$ cat config.mk
export PLATFORM = sky130hd
export DESIGN_NAME = signed_number_to_seven_segment
export DESIGN_NICKNAME = d
export VERILOG_FILES = /design/src/hw/rtl/sn7s_pkg.sv /design/src/hw/rtl/signed_number_to_seven_segment.sv /design/src/hw/rtl/sn7s_bcd.sv /design/src/hw/rtl/sn7s_fmt.sv
export VERILOG_INCLUDE_DIRS = /design/src /design/src/hw/rtl
export SDC_FILE = /design/constraint.sdc
export NUM_CORES = 1
export LEC_CHECK = 0
export BUFFER_PORTS_ARGS = -buffer_cell sky130_fd_sc_hd__buf_2
export CAP_MARGIN = 20
export CORE_MARGIN = 10
export CORE_UTILIZATION = 30
export CTS_CLUSTER_SIZE = 14
export DETAILED_ROUTE_END_ITERATION = 7
export GPL_TIMING_DRIVEN = 0
export HOLD_SLACK_MARGIN = 0.03
export PLACE_DENSITY_LB_ADDON = 0.2
export SLEW_MARGIN = 5
export SYNTH_ARGS = -nofsm -noshare
export SYNTH_HDL_FRONTEND = slang
export SYNTH_SLANG_ARGS = --single-unit
export TNS_END_PERCENT = 20
$ cat constraint.sdc
create_clock -name clk_i -period 7.5 [get_ports clk_i]
set_input_delay 0.375 -clock clk_i [delete_from_list [all_inputs] [get_ports clk_i]]
set_output_delay 0.375 -clock clk_i [all_outputs]
set_load 0.02 [all_outputs]
$ cat src/hw/rtl/signed_number_to_seven_segment_assert.svh
// Assertion macros shared by the seven-segment encoder RTL.
// Define NO_ASSERTIONS to compile every check away.
`ifndef SIGNED_NUMBER_TO_SEVEN_SEGMENT_ASSERT_SVH
`define SIGNED_NUMBER_TO_SEVEN_SEGMENT_ASSERT_SVH

`ifndef NO_ASSERTIONS

// Consequent must hold in the same cycle as the antecedent.
`define SN7S_ASSERT_IMPLY(label, clk, rst_n, ante, cons) \
  label: assert property (@(posedge clk) disable iff (!(rst_n)) (ante) |-> (cons)) \
    else $error("sn7s assertion failed");

// Consequent must hold in the cycle after the antecedent.
`define SN7S_ASSERT_NEXT(label, clk, rst_n, ante, cons) \
  label: assert property (@(posedge clk) disable iff (!(rst_n)) (ante) |=> (cons)) \
    else $error("sn7s assertion failed");

// Consequent must hold a fixed number of cycles after the antecedent.
`define SN7S_ASSERT_DELAY(label, clk, rst_n, ante, n, cons) \
  label: assert property (@(posedge clk) disable iff (!(rst_n)) (ante) |-> ##n (cons)) \
    else $error("sn7s assertion failed");

`else

`define SN7S_ASSERT_IMPLY(label, clk, rst_n, ante, cons)
`define SN7S_ASSERT_NEXT(label, clk, rst_n, ante, cons)
`define SN7S_ASSERT_DELAY(label, clk, rst_n, ante, n, cons)

`endif

`endif

$ cat src/hw/rtl/sn7s_pkg.sv
package sn7s_pkg;

  // Display limits.
  localparam int unsigned MaxChars = 4;
  localparam logic signed [15:0] LimitLow  = -16'sd199;
  localparam logic signed [15:0] LimitHigh = 16'sd999;
  localparam logic [7:0] MinusReset = 8'h80;

  // Input item transferred on start.
  typedef struct packed {
    logic signed [15:0] value;
    logic [2:0]         min_digits;
  } item_t;

  // Result item transferred on done.
  typedef struct packed {
    logic [2:0] char_count;
    logic [7:0] char0;
    logic [7:0] char1;
    logic [7:0] char2;
    logic [7:0] char3;
  } result_t;

  // First pipeline stage: range check and magnitude.
  typedef struct packed {
    logic       valid;
    logic       in_range;
    logic       neg;
    logic [9:0] mag;
    logic [2:0] mind;
  } mag_stage_t;

  // Tens-split stage output: decimal digits and digit count.
  typedef struct packed {
    logic       valid;
    logic       in_range;
    logic       neg;
    logic [2:0] ndig;
    logic [3:0] hun;
    logic [3:0] ten;
    logic [3:0] one;
  } digit_stage_t;

  // Segment pattern of one decimal digit; non-decimal codes are blank.
  function automatic logic [7:0] seg_of(input logic [3:0] d);
    logic [7:0] s;
    unique case (d)
      4'd0:    s = 8'h7D;
      4'd1:    s = 8'h28;
      4'd2:    s = 8'hDC;
      4'd3:    s = 8'hBC;
      4'd4:    s = 8'hA9;
      4'd5:    s = 8'hB5;
      4'd6:    s = 8'hF5;
      4'd7:    s = 8'h2C;
      4'd8:    s = 8'hFD;
      4'd9:    s = 8'hBD;
      default: s = 8'h00;
    endcase
    return s;
  endfunction

endpackage

$ cat src/hw/rtl/signed_number_to_seven_segment.sv
// Signed number to seven-segment character encoder.
//
// Input channel: an item (value, min_digits) transfers on a rising edge with
// start high and busy low. busy is always low, so an item may be offered in
// every cycle.
// Output channel: done_o marks the one cycle in which result_o holds a result;
// the transfer completes at the edge that ends that cycle. The receiver has
// no way to stall, and none is needed since nothing is held back.
// Configuration: cfg_we_i writes cfg_wdata_i into the minus pattern register;
// write it only while no item is in flight.
// Pipeline: an item passes range check, hundreds split, tens split and
// character assembly, each one register stage, before its result transfers.
// Throughput: one item per cycle, set by the four-stage pipeline.
// Reset: clears all stage valid bits, so items in flight are dropped, and
// sets the minus pattern to 0x80.
`include "signed_number_to_seven_segment_assert.svh"

module signed_number_to_seven_segment (
  input  logic              clk_i,
  input  logic              rst_ni,
  input  logic              start,
  output logic              busy,
  input  sn7s_pkg::item_t   item_i,
  input  logic              cfg_we_i,
  input  logic [7:0]        cfg_wdata_i,
  output logic              done_o,
  output sn7s_pkg::result_t result_o
);

  // The pipeline never stalls.
  assign busy = 1'b0;

  // Minus pattern register.
  logic [7:0] minus_q;

  always_ff @(posedge clk_i or negedge rst_ni) begin
    if (!rst_ni) begin
      minus_q <= sn7s_pkg::MinusReset;
    end else if (cfg_we_i) begin
      minus_q <= cfg_wdata_i;
    end
  end

  // Stage one: range check, sign and magnitude, minimum clamp.
  logic              in_range;
  logic [15:0]       mag_w;
  logic [2:0]        mind;
  sn7s_pkg::mag_stage_t s1_q;

  assign in_range = (item_i.value >= sn7s_pkg::LimitLow) &&
                    (item_i.value <= sn7s_pkg::LimitHigh);
  assign mag_w    = item_i.value[15] ? (16'd0 - item_i.value) : item_i.value;
  assign mind     = (item_i.min_digits > 3'(sn7s_pkg::MaxChars)) ?
                    3'(sn7s_pkg::MaxChars) : item_i.min_digits;

  always_ff @(posedge clk_i or negedge rst_ni) begin
    if (!rst_ni) begin
      s1_q <= '0;
    end else begin
      s1_q <= '{valid:    start && !busy,
                in_range: in_range,
                neg:      item_i.value[15],
                mag:      mag_w[9:0],
                mind:     mind};
    end
  end

  // Decimal digit split.
  sn7s_pkg::digit_stage_t dig;

  sn7s_bcd u_bcd (
    .clk_i  (clk_i),
    .rst_ni (rst_ni),
    .mag_i  (s1_q),
    .dig_o  (dig)
  );

  // Character assembly and output register.
  sn7s_fmt u_fmt (
    .clk_i           (clk_i),
    .rst_ni          (rst_ni),
    .dig_i           (dig),
    .minus_pattern_i (minus_q),
    .done_o          (done_o),
    .result_o        (result_o)
  );

  // Every transferred item yields its result after the pipeline latency.
  `SN7S_ASSERT_DELAY(a_latency, clk_i, rst_ni, start && !busy, 4, done_o)
  // An out-of-range result is fully blank.
  `SN7S_ASSERT_IMPLY(a_blank_out_of_range, clk_i, rst_ni,
                     done_o && (result_o.char_count == 3'd0),
                     (result_o.char0 == 8'h00) && (result_o.char1 == 8'h00) &&
                     (result_o.char2 == 8'h00) && (result_o.char3 == 8'h00))
  // Fewer than four characters leaves the last slot empty.
  `SN7S_ASSERT_IMPLY(a_last_slot_unused, clk_i, rst_ni,
                     done_o && (result_o.char_count < 3'd4),
                     result_o.char3 == 8'h00)
  // A configuration write takes effect on the next cycle.
  `SN7S_ASSERT_NEXT(a_cfg_write, clk_i, rst_ni, cfg_we_i, minus_q == $past(cfg_wdata_i))

endmodule

$ cat src/hw/rtl/sn7s_bcd.sv
`include "signed_number_to_seven_segment_assert.svh"

module sn7s_bcd (
  input  logic                      clk_i,
  input  logic                      rst_ni,
  input  sn7s_pkg::mag_stage_t      mag_i,
  output sn7s_pkg::digit_stage_t    dig_o
);

  // Hundreds stage: reciprocal multiply by 41/4096 is exact for values below 1000.
  logic [15:0] hun_prod;
  logic [3:0]  hun;
  logic [10:0] hun_back;
  logic [9:0]  rem_w;
  logic [2:0]  ndig_mag;
  logic [2:0]  ndig;

  assign hun_prod = mag_i.mag * 6'd41;
  assign hun      = hun_prod[15:12];
  assign hun_back = hun * 7'd100;
  assign rem_w    = mag_i.mag - hun_back[9:0];

  // Digits needed by the magnitude, raised to the requested minimum.
  always_comb begin
    if (mag_i.mag > 10'd99) begin
      ndig_mag = 3'd3;
    end else if (mag_i.mag > 10'd9) begin
      ndig_mag = 3'd2;
    end else begin
      ndig_mag = 3'd1;
    end
    ndig = (mag_i.mind > ndig_mag) ? mag_i.mind : ndig_mag;
  end

  logic       s2_valid_q;
  logic       s2_in_range_q;
  logic       s2_neg_q;
  logic [2:0] s2_ndig_q;
  logic [3:0] s2_hun_q;
  logic [6:0] s2_rem_q;

  always_ff @(posedge clk_i or negedge rst_ni) begin
    if (!rst_ni) begin
      s2_valid_q <= 1'b0;
    end else begin
      s2_valid_q <= mag_i.valid;
    end
  end

  always_ff @(posedge clk_i) begin
    s2_in_range_q <= mag_i.in_range;
    s2_neg_q      <= mag_i.neg;
    s2_ndig_q     <= ndig;
    s2_hun_q      <= hun;
    s2_rem_q      <= rem_w[6:0];
  end

  // Tens stage: reciprocal multiply by 103/1024 is exact for values below 100.
  logic [13:0] ten_prod;
  logic [3:0]  ten;
  logic [6:0]  ten_back;
  logic [6:0]  one_w;

  assign ten_prod = s2_rem_q * 7'd103;
  assign ten      = ten_prod[13:10];
  assign ten_back = ten * 4'd10;
  assign one_w    = s2_rem_q - ten_back;

  sn7s_pkg::digit_stage_t s3_q;

  always_ff @(posedge clk_i or negedge rst_ni) begin
    if (!rst_ni) begin
      s3_q <= '0;
    end else begin
      s3_q <= '{valid:    s2_valid_q,
                in_range: s2_in_range_q,
                neg:      s2_neg_q,
                ndig:     s2_ndig_q,
                hun:      s2_hun_q,
                ten:      ten,
                one:      one_w[3:0]};
    end
  end

  assign dig_o = s3_q;

  // The reciprocal splits must leave proper decimal remainders.
  `SN7S_ASSERT_IMPLY(a_rem_below_100, clk_i, rst_ni, s2_valid_q && s2_in_range_q,
                     s2_rem_q < 7'd100)
  `SN7S_ASSERT_IMPLY(a_digits_decimal, clk_i, rst_ni, s3_q.valid && s3_q.in_range,
                     (s3_q.hun < 4'd10) && (s3_q.ten < 4'd10) && (s3_q.one < 4'd10))

endmodule

$ cat src/hw/rtl/sn7s_fmt.sv
module sn7s_fmt (
  input  logic                   clk_i,
  input  logic                   rst_ni,
  input  sn7s_pkg::digit_stage_t dig_i,
  input  logic [7:0]             minus_pattern_i,
  output logic                   done_o,
  output sn7s_pkg::result_t      result_o
);

  logic [2:0]  cnt;
  logic [2:0]  off;
  logic [3:0]  digs [4];
  logic [7:0]  chars [4];
  logic [2:0]  pos;
  logic [2:0]  idx;
  sn7s_pkg::result_t result_d;

  // Place the digits right-aligned after an optional leading minus slot.
  always_comb begin
    cnt = (dig_i.neg && (dig_i.ndig < 3'd3)) ? dig_i.ndig + 3'd1 : dig_i.ndig;
    off = cnt - dig_i.ndig;
    digs[0] = dig_i.one;
    digs[1] = dig_i.ten;
    digs[2] = dig_i.hun;
    digs[3] = 4'd0;
    pos = 3'd0;
    idx = 3'd0;
    for (int p = 0; p < sn7s_pkg::MaxChars; p++) begin
      pos = 3'(p);
      idx = cnt - 3'd1 - pos;
      if ((pos < cnt) && (pos >= off)) begin
        chars[p] = sn7s_pkg::seg_of(digs[idx[1:0]]);
      end else begin
        chars[p] = 8'h00;
      end
    end
    if (dig_i.neg) begin
      chars[0] = chars[0] | minus_pattern_i;
    end

    if (dig_i.in_range) begin
      result_d.char_count = cnt;
      result_d.char0      = chars[0];
      result_d.char1      = chars[1];
      result_d.char2      = chars[2];
      result_d.char3      = chars[3];
    end else begin
      result_d = '0;
    end
  end

  // Output register.
  logic              done_q;
  sn7s_pkg::result_t result_q;

  always_ff @(posedge clk_i or negedge rst_ni) begin
    if (!rst_ni) begin
      done_q <= 1'b0;
    end else begin
      done_q <= dig_i.valid;
    end
  end

  always_ff @(posedge clk_i) begin
    result_q <= result_d;
  end

  assign done_o   = done_q;
  assign result_o = result_q;

endmodule

==> metrics.cfg, run 1 <==
[outcome]
run_status = finished, final reports clean

[critical_path]
critical_path.startpoint = s1_q[7]$_DFF_PN0_
cp_peak_stage_delay_ns = 0.53
worst_endpoint_required_time_ns = 7.78
cp_common_cell = ha_1
reg2reg_from = s1_q[7]$_DFF_PN0_
worst-setup-path-type = register to register
crit_path_end_kind = register
reg2reg_to = u_bcd.s2_rem_q[6]$_DFF_P_
critical_path.slowest_cell = dfrtp_1
critical_path.endpoint = u_bcd.s2_rem_q[6]$_DFF_P_
rrSetupSlack_ns = 2.70
worst-path-stages = 16
start_kind = register
timing.critical_path.arrival_ns = 5.08
timing.critical_path.cells = ha_1 > fa_1 > ha_1 > ha_1 > a211oi_1 > o211ai_1 > a32o_1 > nor2_1 > xnor2_1 > ha_1 > xnor3_1 > or3b_2 > a311oi_1 > a211oi_1 > nand3_1 > xnor2_1
critPathMaxFanout = 8
path_buf_inv = 0
cp_top_family = adder cells
timing.reg2reg.worst_path_depth = 16

[synth]
synth_sequential_area_ratio_pct = 34.5
synth.ff_latch_count = 92
ys.warnings.count = 0
top_cell_types_by_occurrence_after_synthesis = 105 x ha_1, 50 x inv_1, 48 x dfxtp_1
synth_area_um2 = 5980
synth.most_common_cell = ha_1
synth.largest_area_cell = ha_1
synth_cells = 570
netlist-cell-type-count = 63
synthesis.area_per_instance_um2 = 10.5
synth-async-reset-ratio_pct = 47.8
count_of_flip_flops_with_a_built_in_enable_after_synthesis = 0
dominantRegCellSynth = dfxtp_1
synth_largest_type_area_fraction_pct = 22.0
synth.area.top_cells = ha_1 22%, dfrtp_1 18%, dfxtp_1 16%

[hold_path]
hp-class = primary input to register

[grt]
grtUsageTotal_pct = 9.67
antenna_found_initial = 0
pin_count_of_the_biggest_net_entering_global_routing = 45
overflow = 0
grt_first_pass_wirelength_mm = 21.0
first_global_vias = 4331

[detailed_routing]
avgRoutedWirePerCell_um = 13.2
remaining_drc_errors = 0
viasPerCell = 4.62
routed_metal_1_wire_length_mm = 5.64
drt.antenna.violating_nets = 0
detailedRoute.firstIterationViolations = 117
route.final.wire_length_mm = 12.2
vias = 4238
dr.pass1.iters = 4
route.top_layer_used = met4
wl_met2_mm = 5.89
wl_met3_um = 494

[timing]
min_period_over_period_pct = 64.0
grt_setup_unrepaired = no
max_clock_freq_ghz = 0.208
slew_violations = 0
worst-slew-pin-transition_ns = 0.833
max_slew_margin_pct = 42.9
final_critical_path_setup_slack_ns = 2.70
finClkSkew_ns = 0.00552
hold_ws_ns = 0.129
final_hold_viol_count = 0
setup_viol = 0
total_negative_slack_for_setup_checks_ns = 0
timing.final.crit_period_ns = 4.80

[final_layout]
layout-drive-gt1-share_pct = 17.2
antennaDiodeCount = 0
layoutNonFillerInstCount = 918
layout-area-overhead-vs-synth_pct = 16.8
num-nets-final = 799
fillers = 2004

[pwr]
power_leakage_nw = 3.39
p_per_area_nw_per_um2 = 467
vdd.ir_drop.worst_mv = 0.223

[die]
row_count = 51
die-width_um = 161
floorplan.die.height_um = 161
core_region_area_um2 = 19500
num_io_pins = 68
initial_core_util_pct = 30.6
area_of_the_die_um2 = 26000

[placed_design]
dp_cells = 900
port_buffers = 62
dp_hpwl_mm = 10.0
gp_congestion = 0.802
detailedPlace.worstSlack_ns = 2.76

[cts]
clock-root-buffer = clkbuf_16
clkLatencyLatePin_ns = 0.35
tritoncts = yes
post_cts.resized_instances = 0
tritoncts_num_sinks = 92
cts.clk_slew.worst_paths_ns = 0.07
clock_path_buffers = 2
post_cts_buffers = 0
numCtsBuffers = 9
cts_htree_levels = 3

[run]
maxCapViolCount = 0

## where the power goes
part           total, W  leakage, nW  switching (W)  internal (W)
Combinational   0.00209         2.33        0.00109      0.000996
Sequential     0.000678        0.914      0.0000704      0.000608
Clock          0.000491        0.154       0.000196      0.000296
## layout by cell type, fill, tap and decap left out, types with 18 or more instances in the layout
| cell | netlist | routed |
|---|---|---|
| a21oi_1 | 24 | 24 |
| buf_2 | 2 | 64 |
| dfrtp_1 | 43 | 43 |
| dfxtp_1 | 48 | 48 |
| ha_1 | 105 | 105 |
| inv_1 | 50 | 50 |
| mux2i_1 | 18 | 18 |
| nand2_1 | 27 | 27 |
| o21ai_0 | 29 | 29 |
| xnor2_1 | 22 | 22 |
## per-layer routing
layer | track usage [%] | up-vias
li1 | - | 2160
met5 | 0 | -
met3 | 2.95 | 13
met1 | 11.5 | 1998
met2 | 16.4 | 67
met4 | 2.69 | 0
## layout make-up
cell class                      count  area (um2)  share of cell area, %
Sequential cell                    92        2060                   29.5
Clock buffer                       10         229                   3.28
Buffer                             19         108                   1.54
Clock inverter                      6        93.8                   1.34
Inverter                           51         196                   2.81
Timing Repair Buffer               64         340                   4.87
Tap cell                          265         332                   4.75
Multi-Input combinational cell    411        3620                   51.9
## registers in the layout, summed over array words and instances (netlist names), 3 cells and up
register,flops
u_bcd.s2_rem_q,7
u_bcd.s2_hun_q,4
minus_q,8
u_bcd.s2_ndig_q,3
s1_q,16
u_fmt.result_o,32
u_bcd.dig_o,18
## cells by family after synthesis
| kind of cell | share of synthesized area (%) |
|---|---|
| DFF | 34.5 |
| AOI/OAI and AO/OA | 11.7 |
| buffers and inverters | 5.08 |
| and+or+nand+nor | 10.6 |
| xor gates and xnor gates | 4.56 |
| muxes | 6.53 |
| adders and majority gates | 27.0 |
| other | 0.0627 |
## stage by stage
step           instance area, um2  power (W)  utilization, %
6_report                     6990    0.00326            35.8
5_1_grt                      6990    0.00366            35.8
4_1_cts                      6960    0.00333            35.6
3_5_place_dp                 6630    0.00282            34.0
3_3_place_gp                 6630    0.00275            34.0
2_1_floorplan                5990    0.00235               -
## timing repair
action	4_1_cts	5_1_grt
endpoints found under the hold margin	0	6
setup endpoints to repair	0	0
hold buffers	0	1
## worst min-delay path by stage
stage | from | endpoint | cells after the start
2_1_floorplan | rst_ni | minus_q[0]$_DFFE_PN0P_ | 0
3_3_place_gp | u_bcd.s2_hun_q[2]$_DFF_P_ | u_bcd.dig_o[10]$_DFF_PN0_ | 0
3_5_place_dp | u_bcd.s2_hun_q[0]$_DFF_P_ | u_bcd.dig_o[8]$_DFF_PN0_ | 0
4_1_cts | start | s1_q[15]$_DFF_PN0_ | 1
5_1_grt | start | s1_q[15]$_DFF_PN0_ | 1
6_report | start | s1_q[15]$_DFF_PN0_ | 1
No activity file was read; power rests on OpenSTA's default activity.
==> run 2, diff against run 1 <==
Clock period 7.5 ns to 3.9 ns, I/O delays scaled along.
==> run 2 against run 1 <==
  * The run now ends with setup timing left
  * Via count rose by 3.6%
  * Sequential power rose by 96%
  * Setup slack got worse by 2.9 ns
  * Clock power rose by 80%
  * Count of clock-buffer cells in the layout did not move
  * First-iteration DRC count rose by 35%
  * Critical path depth rose by 1
  * Critical path type unchanged
==> metrics.cfg, run 2 (synthesized netlist as in run 1, its figures left out) <==
[final_layout]
antennaDiodeCount = 0  ; unchanged
mostFrequentLayoutCell = ha_1
layoutNonFillerInstCount = 947  ; +3.2%
commonest_cells_after_routing_fill_and_taps_aside = 79 x ha_1, 64 x buf_2, 48 x inv_1, 41 x dfxtp_1, 35 x dfrtp_1
fillers = 1954  ; -2.5%
layout-drive-gt1-share_pct = 29.6  ; +12 points
largest_reg_flops = 32  ; unchanged
num-nets-final = 828  ; +3.6%
multi_input_area_um2 = 4010  ; +10%
layout-area-overhead-vs-synth_pct = 27.7
stdcell_area_um2 = 7630  ; +9.3%
postLayoutCoreUtil_pct = 39.1  ; +3.3 points
area.sequential_um2 = 2090  ; +1.5%

[timing]
grt_setup_unrepaired = yes
final_hold_viol_count = 0  ; unchanged
hold_ws_ns = 0.0528  ; -0.0765 ns
setup_viol = 2  ; +2
final_critical_path_setup_slack_ns = -0.240  ; -2.94 ns
min_period_over_period_pct = 106  ; +42 points
finClkSkew_ns = 0.00746  ; +0.00194 ns
slew_violations = 0  ; unchanged
timing.final.crit_period_ns = 4.14  ; -0.657 ns
max_clock_freq_ghz = 0.242  ; +16%
max_slew_margin_pct = 42.6  ; -0.27 points
worst-slew-pin-transition_ns = 0.837  ; +0.00387 ns

[placed_design]
dp_hpwl_mm = 10.1  ; +0.88%
dp_cells = 900  ; unchanged
placed_area_um2 = 6740  ; +1.6%
port_buffers = 62  ; unchanged
gp_congestion = 0.792  ; -1.3%

[cts]
numCtsBuffers = 9  ; unchanged
clkLatencyLatePin_ns = 0.35  ; about the same
tritoncts_num_sinks = 92  ; unchanged
clock-root-buffer = clkbuf_16
tritoncts = yes
cts_htree_levels = 3  ; unchanged
clock_path_buffers = 2  ; unchanged
cts.clk_slew.worst_paths_ns = 0.06  ; about the same

[detailed_routing]
dr.pass1.iters = 4  ; unchanged
vias = 4392  ; +3.6%
remaining_drc_errors = 0  ; unchanged
viasPerCell = 4.64  ; +0.46%
route.final.wire_length_mm = 12.8  ; +5.4%
drt.antenna.violating_nets = 0  ; unchanged
avgRoutedWirePerCell_um = 13.5  ; +2.2%
detailedRoute.firstIterationViolations = 158  ; +35%

[pwr]
p_per_area_nw_per_um2 = 977  ; +110%
power_leakage_nw = 3.56  ; +5.0%
vdd.ir_drop.worst_mv = 0.865  ; +290%

[hold_path]
timing.hold.worst.start = item_i[5]
hp-class = primary input to register

[die]
num_io_pins = 68  ; unchanged
row_count = 51  ; unchanged
core_region_area_um2 = 19500  ; unchanged
initial_core_util_pct = 30.6  ; unchanged
area_of_the_die_um2 = 26000  ; unchanged
floorplan.die.height_um = 161  ; unchanged
die-width_um = 161  ; unchanged

[critical_path]
critPathMaxFanout = 4  ; -4
worst-setup-path-type = register to register
reg2reg_from = s1_q[7]$_DFF_PN0_
crit_path_end_kind = register
critical_path.startpoint = s1_q[7]$_DFF_PN0_
timing.critical_path.arrival_ns = 4.41  ; -0.67 ns
worst_endpoint_required_time_ns = 4.17  ; -3.61 ns
start_kind = register

[grt]
grt.met1_usage_pct = 11.4  ; -0.13 points
grt_first_pass_wirelength_mm = 21.7  ; +3.5%
grtUsageMet2_pct = 17.8  ; +1.3 points
grtUsageTotal_pct = 10.1  ; +0.43 points
first_global_vias = 4585  ; +5.9%
busiest_layer = met2
pin_count_of_the_biggest_net_entering_global_routing = 45  ; unchanged
antenna_found_initial = 0  ; unchanged
overflow = 0  ; unchanged
groute.layer.met3.usage_pct = 3.41  ; +0.46 points

[outcome]
run_status = finished, violations left
violations = setup timing

[run]
maxCapViolCount = 0  ; unchanged

run 2: changes by cell type in the layout (fill, tap and decap cells not counted), sizes merged:
cell / previous run / this run
clkinv: 1 / 2
dlygate4sd3: 1 / 5
clkbuf: 19 / 18
buf: 73 / 99
bufinv: 2 / 1
run 2: metal layers:
layer	part of all wire, %	vias to the layer above
met5	0	-
met4	1.1	0
met3	4.5	8
met2	50	78
met1	44	2091
li1	-	2215
run 2: cell type report:
| cell class | count | share of cell area [%] |
|---|---|---|
| Clock buffer | 10 | 3.13 |
| Buffer | 19 | 1.56 |
| Sequential cell | 92 | 27.4 |
| Clock inverter | 6 | 0.901 |
| Timing Repair Buffer | 93 | 7.60 |
| Tap cell | 265 | 4.34 |
| Inverter | 51 | 2.57 |
| Multi-Input combinational cell | 411 | 52.5 |
run 2: power breakdown:
group / switching [W] / internal, W / leakage, nW
logic: 0.00256 / 0.00268 / 2.50
clock network: 0.000364 / 0.000519 / 0.150
registers: 0.000145 / 0.00119 / 0.908
run 2: worst paths after layout:
path / to / slack, ns / depth (start not counted)
min: s1_q[5]$_DFF_PN0_ / 0.05 / 2
max reg2reg: u_bcd.s2_rem_q[6]$_DFF_P_ / -0.24 / 17
min reg2reg: u_bcd.dig_o[10]$_DFF_PN0_ / 0.32 / 0
max: u_bcd.s2_rem_q[6]$_DFF_P_ / -0.24 / 17
min in group asynchronous: s1_q[15]$_DFF_PN0_ / 0.30 / 2
max in group asynchronous: minus_q[7]$_DFFE_PN1P_ / 3.05 / 3
run 2: stage by stage:
step / worst slack [ns] / power (W) / setup TNS [ns]
final: -0.240 / 0.00746 / -0.368
after global routing: -0.402 / 0.00833 / -0.839
after CTS: -0.175 / 0.00735 / -0.327
after detailed placement: -0.569 / 0.00553 / -1.30
after global placement: -0.452 / 0.00539 / -1.06
after floorplan: -0.0356 / 0.00460 / -0.0706
run 2: what timing repair did:
action,in CTS,in global routing
setup endpoints to repair,4,8
hold buffers,5,0
buffers inserted,18,7
pin swaps,15,11
endpoints found under the hold margin,6,0
resized for setup,43,13
run 2: critical path: stages, from the launching register on:
cell and delay, ns:
dfrtp_2 0.46, ha_4 0.29, fa_1 0.45, ha_4 0.30
ha_4 0.19, a211oi_2 0.17, o211ai_1 0.11, buf_4 0.16
a32o_2 0.29, nor2_4 0.10, xnor2_2 0.12, ha_2 0.19
xnor3_2 0.26, or3b_4 0.39, a311oi_2 0.29, a211oi_2 0.06
nand3_1 0.11, xnor2_1 0.12
==> run 3, diff against run 2 <==
Settings changed: ABC_AREA set to 1.
==> run 3 against run 2 <==
  * The run still ends with setup timing left
  * Setup slack better by 0.13 ns
  * First-iteration DRC count is 58% higher
  * Critical path depth is 2 higher
  * Utilization is 2.4 points lower
  * Wire length stayed put
  * Critical endpoint is now u_bcd.dig_o[3]$_DFF_PN0_
  * Highest routed layer unchanged
==> metrics.cfg, run 3 <==
[grt]
overflow = 0  ; unchanged
grt_first_pass_wirelength_mm = 22.1  ; +1.8%
grtUsageTotal_pct = 9.91  ; -0.18 points
pin_count_of_the_biggest_net_entering_global_routing = 45  ; unchanged
first_global_vias = 4704  ; +2.6%
antenna_found_initial = 0  ; unchanged

[detailed_routing]
drt.antenna.violating_nets = 0  ; unchanged
route.final.wire_length_mm = 12.8  ; unchanged
dr.pass1.iters = 4  ; unchanged
avgRoutedWirePerCell_um = 11.5  ; -15%
viasPerCell = 4.33  ; -6.7%
remaining_drc_errors = 0  ; unchanged
detailedRoute.firstIterationViolations = 249  ; +58%
vias = 4833  ; +10%

[critical_path]
worst_endpoint_required_time_ns = 4.13  ; -0.04 ns
cp_common_cell = inv_1
timing.critical_path.arrival_ns = 4.24  ; -0.17 ns
timing.reg2reg.worst_path_depth = 19  ; +2
reg2reg_to = u_bcd.dig_o[3]$_DFF_PN0_
reg2reg_from = u_bcd.s2_rem_q[1]$_DFF_P_
rrSetupSlack_ns = -0.11  ; +0.13 ns
crit_path_end_kind = register
critical_path.endpoint = u_bcd.dig_o[3]$_DFF_PN0_
critical_path.slowest_cell = fa_1
critical_path.startpoint = u_bcd.s2_rem_q[1]$_DFF_P_
timing.critical_path.cells = ha_1 > inv_1 > fa_1 > inv_1 > fa_1 > ha_4 > ha_4 > a21o_1 > a31oi_2 > nand3_1 > nand2_2 > ha_1 > inv_1 > fa_2 > xnor2_2 > inv_1 > nand2_1 > nand2_1 > xor2_1
start_kind = register
critPathMaxFanout = 3  ; -1
cp_peak_stage_delay_ns = 0.49  ; +0.03 ns
worst-setup-path-type = register to register

[cts]
tritoncts = yes
tritoncts_num_sinks = 92  ; unchanged
numCtsBuffers = 9  ; unchanged
clock-root-buffer = clkbuf_16
cts.clk_slew.worst_paths_ns = 0.07  ; about the same
clock_path_buffers = 2  ; unchanged
cts_htree_levels = 3  ; unchanged
clkLatencyLatePin_ns = 0.35  ; about the same

[synth]
dominantRegCellSynth = dfxtp_1
netlist-cell-type-count = 43  ; -32%
synth-async-reset-ratio_pct = 47.8  ; unchanged
ys.warnings.count = 0  ; unchanged
synth_largest_type_area_fraction_pct = 21.1  ; -0.86 points
synthesis.area_per_instance_um2 = 8.25  ; -21%
synth.most_common_cell = nand2_1
top_cell_types_by_occurrence_after_synthesis = 160 x nand2_1, 108 x inv_1, 105 x ha_1
synth_cells = 754  ; +32%
count_of_flip_flops_with_a_built_in_enable_after_synthesis = 0  ; unchanged
synth.largest_area_cell = ha_1
synth.area.top_cells = ha_1 21%, dfrtp_1 17%, dfxtp_1 15%
synth_area_um2 = 6220  ; +4.1%
synth_sequential_area_ratio_pct = 33.2  ; -1.3 points
synth.ff_latch_count = 92  ; unchanged

[hold_path]
hp-class = primary input to register

[run]
maxCapViolCount = 0  ; unchanged

[timing]
max_slew_margin_pct = 62.3  ; +20 points
worst-slew-pin-transition_ns = 0.562  ; -0.275 ns
timing.final.crit_period_ns = 4.01  ; -0.128 ns
max_clock_freq_ghz = 0.249  ; +3.2%
final_hold_viol_count = 0  ; unchanged
grt_setup_unrepaired = yes
slew_violations = 0  ; unchanged
final_critical_path_setup_slack_ns = -0.112  ; +0.128 ns
setup_viol = 1  ; -1
min_period_over_period_pct = 103  ; -3.3 points
finClkSkew_ns = 0.00634  ; -0.00112 ns

[placed_design]
placed_area_um2 = 6930  ; +2.8%
port_buffers = 63  ; +1.6%
dp_hpwl_mm = 10.4  ; +3.4%
gp_congestion = 0.838  ; +5.8%

[final_layout]
stdcell_area_um2 = 7450  ; -2.4%
largest_reg_flops = 32  ; unchanged
commonest_cells_after_routing_fill_and_taps_aside = 156 x nand2_1, 108 x inv_1, 98 x ha_1, 64 x buf_2, 51 x nor2_1
postLayoutCoreUtil_pct = 36.7  ; -2.4 points
mostFrequentLayoutCell = nand2_1
layout-drive-gt1-share_pct = 18.5  ; -11 points
layout-area-overhead-vs-synth_pct = 19.7
num-nets-final = 993  ; +20%
antennaDiodeCount = 0  ; unchanged

[outcome]
violations = setup timing
run_status = finished, violations left

[die]
row_count = 52  ; +2.0%
initial_core_util_pct = 30.7  ; about the same
die-width_um = 164  ; +1.8%
area_of_the_die_um2 = 26900  ; +3.5%
core_region_area_um2 = 20300  ; +4.0%
num_io_pins = 68  ; unchanged
floorplan.die.height_um = 164  ; +1.8%

## run 3: worst max-delay path, delay by kind of cell, from the launching register on
family / cells / cell delay (ns)
XOR/XNOR: 2 / 0.28
flip-flops: 1 / 0.35
buffers and inverters: 4 / 0.22
AO/OA/AOI/OAI: 2 / 0.38
AND/OR/NAND/NOR: 4 / 0.37
adder cells (fa/ha/maj): 7 / 2.30
## run 3: how the worst min path moves through the flow
stage | from | end | slack [ns] | depth (start not counted)
after floorplan | rst_ni | minus_q[0]$_DFFE_PN0P_ | -0.10 | 0
after global placement | start | s1_q[15]$_DFF_PN0_ | 0.30 | 1
after detailed placement | start | s1_q[15]$_DFF_PN0_ | 0.31 | 1
after CTS | rst_ni | minus_q[1]$_DFFE_PN0P_ | 0.03 | 1
after global routing | item_i[0] | s1_q[0]$_DFF_PN0_ | 0.03 | 3
final | item_i[0] | s1_q[0]$_DFF_PN0_ | 0.04 | 3
## run 3: layout make-up
type,instances,area (um2)
repair buffers,74,425
well taps,270,338
clock buffers,9,225
flip-flops and latches,92,2080
multi-input cells,531,3760
plain buffers,14,95.1
inverters,120,450
fillers,2105,12900
clock inverters,7,73.8
## run 3: metal layers
metal / global-route usage [%] / part of all wire (%) / vias to the layer above
li1: - / - / 2595
met4: 3.21 / 1.2 / 0
met3: 2.55 / 4.6 / 15
met2: 16.8 / 48 / 71
met5: 0 / 0 / -
met1: 12.0 / 46 / 2152
## run 3: metrics by stage
stage | setup WS [ns] | TNS (ns) | instances | hold slack [ns]
detailed placement | -0.382 | -0.382 | 1090 | 0.306
finish | -0.112 | -0.112 | 1117 | 0.0447
global route | -0.387 | -0.483 | 1117 | 0.0303
global placement | -0.395 | -0.395 | 1090 | 0.303
CTS | -0.162 | -0.162 | 1115 | 0.0314
floorplan | 0.000842 | 0 | 757 | -0.101
## run 3: repair_timing
action                                  4_1_cts  5_1_grt
endpoints found under the setup margin        2        4
hold endpoints to repair                      5       43
resized for setup                            13       11
buffers inserted                              4        0
cloned                                        0        0
pin swaps                                     6        1
hold buffers                                  5        1
## run 3: kinds of logic (layout without fill, tap and decap cells)
family,count (synthesis),after routing,synth area share [%]
simple gates,275,275,18.4
buf+inv,134,224,8.77
fa+ha+maj,120,120,25.9
compound gates,108,108,10.1
flops,92,92,33.2
xor+xnor,19,19,2.67
mux,5,5,0.905
other cells,1,4,0.0603
Power of run 3 is not shown: default switching activity piles up to over one toggle a cycle in this logic, so the estimate is an artifact.
